<file path="src/rtl/assert_macros.svh">
// ---------------------------------------------------------------------------
// Assertion macros
// Shared concurrent assertion forms for the cipher block; empty when SYNTH
// is defined.
// ---------------------------------------------------------------------------
`ifndef ASSERT_MACROS_SVH
`define ASSERT_MACROS_SVH
`ifndef SYNTH
`define ASSERT_IMPLIES(label, clk, rst_n, ante, cons) \
	label: assert property (@(posedge clk) disable iff (!(rst_n)) (ante) |-> (cons)) \
		else $error("assertion failed: same-cycle implication");
`define ASSERT_NEXT(label, clk, rst_n, ante, cons) \
	label: assert property (@(posedge clk) disable iff (!(rst_n)) (ante) |=> (cons)) \
		else $error("assertion failed: next-cycle implication");
`else
`define ASSERT_IMPLIES(label, clk, rst_n, ante, cons)
`define ASSERT_NEXT(label, clk, rst_n, ante, cons)
`endif
`endif

</file>
<file path="src/rtl/fbc_pkg.sv">
// ---------------------------------------------------------------------------
// fbc_pkg
// Types, register indexes and round function of the Feistel bitslice cipher.
// ---------------------------------------------------------------------------
package fbc_pkg;

	localparam int KEY_WORDS = 7;
	localparam int KEY_BITS  = KEY_WORDS * 64;

	localparam logic [2:0] REG_ROUND_COUNT = 3'd0;
	localparam logic [2:0] REG_KEY_WORD_0  = 3'd1;

	localparam logic [3:0] ROUND_COUNT_RESET = 4'd12;

	typedef struct packed {
		logic        valid;
		logic [3:0]  rounds;
		logic [63:0] block;
	} fbc_stage_t;

	function automatic logic [31:0] s_layer(input logic [31:0] x);
		logic [7:0] d0, d1, d2, d3;
		d0 = x[31:24];
		d1 = x[23:16];
		d2 = x[15:8];
		d3 = x[7:0];
		d2 = d2 ^ ~(d0 | d1);
		d3 = d3 ^ (~d1 & d2);
		d0 = d0 ^ ~(d2 & d3);
		d1 = d1 ^ (~d0 | d3);
		return {d0, d1, d2, d3};
	endfunction

	function automatic logic [7:0] lin_map(input logic [7:0] x);
		return x ^ {x[6:0], x[7]} ^ {x[0], x[7:1]};
	endfunction

	function automatic logic [31:0] round_f(input logic [31:0] d_in, input logic [95:0] k);
		logic [31:0] d;
		d = d_in;
		for (int p = 0; p < 3; p++) begin
			d = s_layer(d);
			d = {lin_map(d[31:24]), lin_map(d[23:16]), lin_map(d[15:8]), lin_map(d[7:0])};
			d = d ^ k[95 - 32 * p -: 32];
		end
		return s_layer(d);
	endfunction

endpackage

</file>
<file path="src/rtl/fbc_round.sv">
// ---------------------------------------------------------------------------
// fbc_round
// One registered Feistel round; applied only when the item's round count
// reaches this stage, otherwise the block passes through.
// ---------------------------------------------------------------------------
module fbc_round #(
	parameter int ROUND_IDX = 0
) (
	input  logic               clk,
	input  logic               arst_n,
	input  fbc_pkg::fbc_stage_t stage_in,
	input  logic [95:0]        round_key,
	output fbc_pkg::fbc_stage_t stage_out
);

	logic        apply;
	logic [31:0] half_l;
	logic [31:0] half_r;
	logic [63:0] block_next;
	logic        valid_s1;
	logic [3:0]  rounds_s1;
	logic [63:0] block_s1;

	assign half_l = stage_in.block[63:32];
	assign half_r = stage_in.block[31:0];
	assign apply  = stage_in.rounds > 4'(ROUND_IDX);

	always_comb begin
		if (apply) begin
			block_next = {fbc_pkg::round_f(half_l, round_key) ^ half_r, half_l};
		end else begin
			block_next = stage_in.block;
		end
	end

	always_ff @(posedge clk or negedge arst_n) begin
		if (!arst_n) begin
			valid_s1 <= 1'b0;
		end else begin
			valid_s1 <= stage_in.valid;
		end
	end

	always_ff @(posedge clk) begin
		rounds_s1 <= stage_in.rounds;
		block_s1  <= block_next;
	end

	assign stage_out = '{valid: valid_s1, rounds: rounds_s1, block: block_s1};

endmodule

</file>
<file path="config.mk">
export PLATFORM = sky130hd
export DESIGN_NAME = fbc_round
export DESIGN_NICKNAME = d
export VERILOG_FILES = /design/src/rtl/assert_macros.svh /design/src/rtl/fbc_pkg.sv /design/src/rtl/fbc_round.sv
export SDC_FILE = /design/constraint.sdc
export NUM_CORES = 1
export LEC_CHECK = 0
export ABC_AREA = 1
export BUFFER_PORTS_ARGS = -buffer_cell sky130_fd_sc_hd__buf_4
export CAP_MARGIN = 10
export CORE_UTILIZATION = 39
export DETAILED_ROUTE_END_ITERATION = 10
export GPL_TIMING_DRIVEN = 0
export PLACE_DENSITY = 0.59
export SYNTH_ARGS = -nofsm -noshare
export SYNTH_HDL_FRONTEND = slang
export SYNTH_SLANG_ARGS = --single-unit
</file>
<file path="constraint.sdc">
create_clock -name clk -period 0.8 [get_ports clk]
set_input_delay 0.12 -clock clk [delete_from_list [all_inputs] [get_ports clk]]
set_output_delay 0.12 -clock clk [all_outputs]
set_load 0.02 [all_outputs]
</file>
==> key figures <==
Outcome
  – Outcome: finished, violations left
  – Failing checks: setup timing

Place
  – DP HPWL: 32,200 µm
  – Area post-placement: 12,800 µm²
  – DP Worst Slack: -3.98 ns
  – Gpl congestion: 0.941
  – Port Buffer Count: 235

STA
  – Final Critical Period: 3.96 ns
  – FMAX: 0.253 GHz
  – Fin. Hold Viols: 0
  – Post-route setup slack: -3.16 ns
  – Slew headroom: 51.3%
  – Max-slew violations: 0
  – RSZ-0062 raised after global routing: yes
  – Worst Tran Pin Value: 0.730 ns
  – Final setup vio count: 133
  – Period utilization: 495%

Worst setup path
  – Critical path capture point type: flop
  – Delay of the slowest critical-path stage: 0.19 ns
  – Delay-heaviest family, CP: simple AND/OR/NAND/NOR gates
  – WS Path Type: primary input to flop
  – Worst Setup Start Kind: primary input
  – Slowest-stage cell, CP: nand4_1
  – CP max FO: 5
  – CP most frequent cell: nand2_4
  – Critical path required time: 1.00 ns
  – CP Buf/Inv Count: 5
  – Worst Path Arrival: 4.16 ns

Drt
  – WL per Instance: 17.0 µm
  – Starting DRT DRC Count: 838
  – DR vias: 13,500
  – Total Wirelength: 44,500 µm
  – Pre-antenna DRT Iters: 6
  – Final ANT Viol Nets: 0
  – DR DRC count: 0
  – Via density: 5.16

Global routing
  – Initial antenna violation count: 3
  – Largest net degree at the start of global routing: 13
  – Gr usage total: 30.4%
  – Vias in the first global route: 12,200
  – First-pass GRT wire length: 62,800 µm
  – Gr ovfl total: 0

Die
  – Die width: 164 µm
  – Die H: 164 µm
  – Core area: 25,500 µm²
  – Row count: 58
  – Initial cell density of the core: 40.1%
  – Die Area: 26,900 µm²
  – # IOs: 236

Synth
  – Syn. warnings: 0
  – Register bit total from synthesis: 69
  – Unique masters post-synth: 41
  – Mapped Area: 10,200 µm²
  – Seq/Total Area, Yosys: 13.6%
  – Average size of a mapped cell: 5.64 µm²
  – Synthesized instance count: 1,813
  – Syn_nets: 1,980

Clocking
  – Deepest level of the CTS H-tree: 3
  – Clock slew at reported path FFs: 0.06 ns
  – Root Buffer: clkbuf_16
  – Clock sink total: 69
  – CTS tree: done
  – Clk buf depth: 2
  – Total CTS buffers: 9

Final layout
  – Fraction of final layout cells sized beyond drive strength 1: 61.5%
  – Nets: 2,451
  – Design area: 18,500 µm²
  – Area grow syn2layout: 81.4%
  – Fillers: 1,986
  – Fin util: 72.8%

Job
  – Total of max-cap violations: 0

Hold path
  – Min-Delay Path Class: primary input to flop
worst paths after layout:
path | from | to | cells past startpoint
setup / recovery | stage_in[63] | block_s1[39]$_DFF_P_ | 42
hold / removal | stage_in[5] | block_s1[5]$_DFF_P_ | 3
max in group asynchronous | arst_n | valid_s1$_DFF_PN0_ | 2
min in group asynchronous | arst_n | valid_s1$_DFF_PN0_ | 2
cells by family after synthesis:
kind of cell | share of synthesized area, %
AO/OA/AOI/OAI | 3.19
XOR/XNOR | 12.6
buffers and inverters | 10.8
flip-flops | 13.6
AND/OR/NAND/NOR | 59.9
state kept, by name, indices dropped and copies added (netlist names):
signal and cells:
valid_s1 1, rounds_s1 4, block_s1 64
timing repair:
item,in CTS,in global routing
hold buffers,7,0
endpoints found under the setup margin,133,133
setup buffers,173,53
resized for setup,574,385
pin swaps,285,247
cloned,0,0
endpoints found under the hold margin,7,0
cells in the final DEF, fill, tap and decap left out, types with 3 or more instances in the layout:
cell	instances
nand3b_1	4
clkbuf_16	10
inv_1	193
clkinv_2	4
xnor2_4	6
buf_4	357
inv_6	6
buf_8	5
buf_12	12
dlygate4sd3_1	7
inv_4	20
clkinv_4	3
nor2_4	7
xor2_2	32
xor2_4	6
inv_2	32
nand2_4	163
xor2_1	51
diode_2	4
o21ai_0	10
o21ai_2	4
nand3_1	148
nand4_1	34
o21ai_1	38
nand3_2	117
buf_6	93
nand2_8	4
o21ai_4	5
dfxtp_2	65
dfxtp_1	3
nand2_1	361
and2_4	11
nand3_4	53
clkbuf_8	4
nand2_2	351
xnor2_1	25
xnor2_2	23
metal layers:
metal	vias to the layer above	track usage (%)	wire length [µm]
met3	91	1.92	2400
met5	-	0	0
met2	488	55.3	22500
met4	0	9.47	1560
met1	6370	38.1	18000
li1	6585	-	-
Yosys cell counts (all sizes together):
cell	n	area share (%)
nand2	879	37
nand3	318	18
inv	255	9.4
xor2	89	7.8
dfxtp	68	13
o21ai	57	2.9
xnor2	54	4.8
nand4	35	2.2
and2	12	0.82
buf	12	0.91
nor2	10	0.65
clkbuf	9	0.33
nand3b	4	0.29
o21bai	3	0.26
or2	3	0.18
a21o	1	0.073
clkinv	1	0.037
dfrtp	1	0.24
dlygate4sd1	1	0.086
nor4	1	0.061
layout make-up:
type                       count  area (µm²)  share of cell area, %
multi-input combinational   1466       11100                   59.9
timing repair buffer         466        4030                   21.7
sequential                    69        1470                   7.91
inverter                     256        1070                   5.79
tap                          330         413                   2.23
clock buffer                  10         239                   1.29
buffer                        16         174                  0.938
clock inverter                 6        37.5                  0.202
antenna                        4        10.0                 0.0540
stage by stage:
step	hold slack [ns]	std cells	setup TNS (ns)
2_1_floorplan	-0.176	1813	-94.35
3_3_place_gp	-0.105	2378	-134.87
3_5_place_dp	-0.104	2378	-138.21
4_1_cts	0.000574	2568	-103.40
5_1_grt	0.0104	2622	-121.59
6_report	0.00610	2623	-109.79
Power is left out: the tool's default activity adds up to more than one toggle a clock period on the data nets, which glitch-free logic cannot reach.
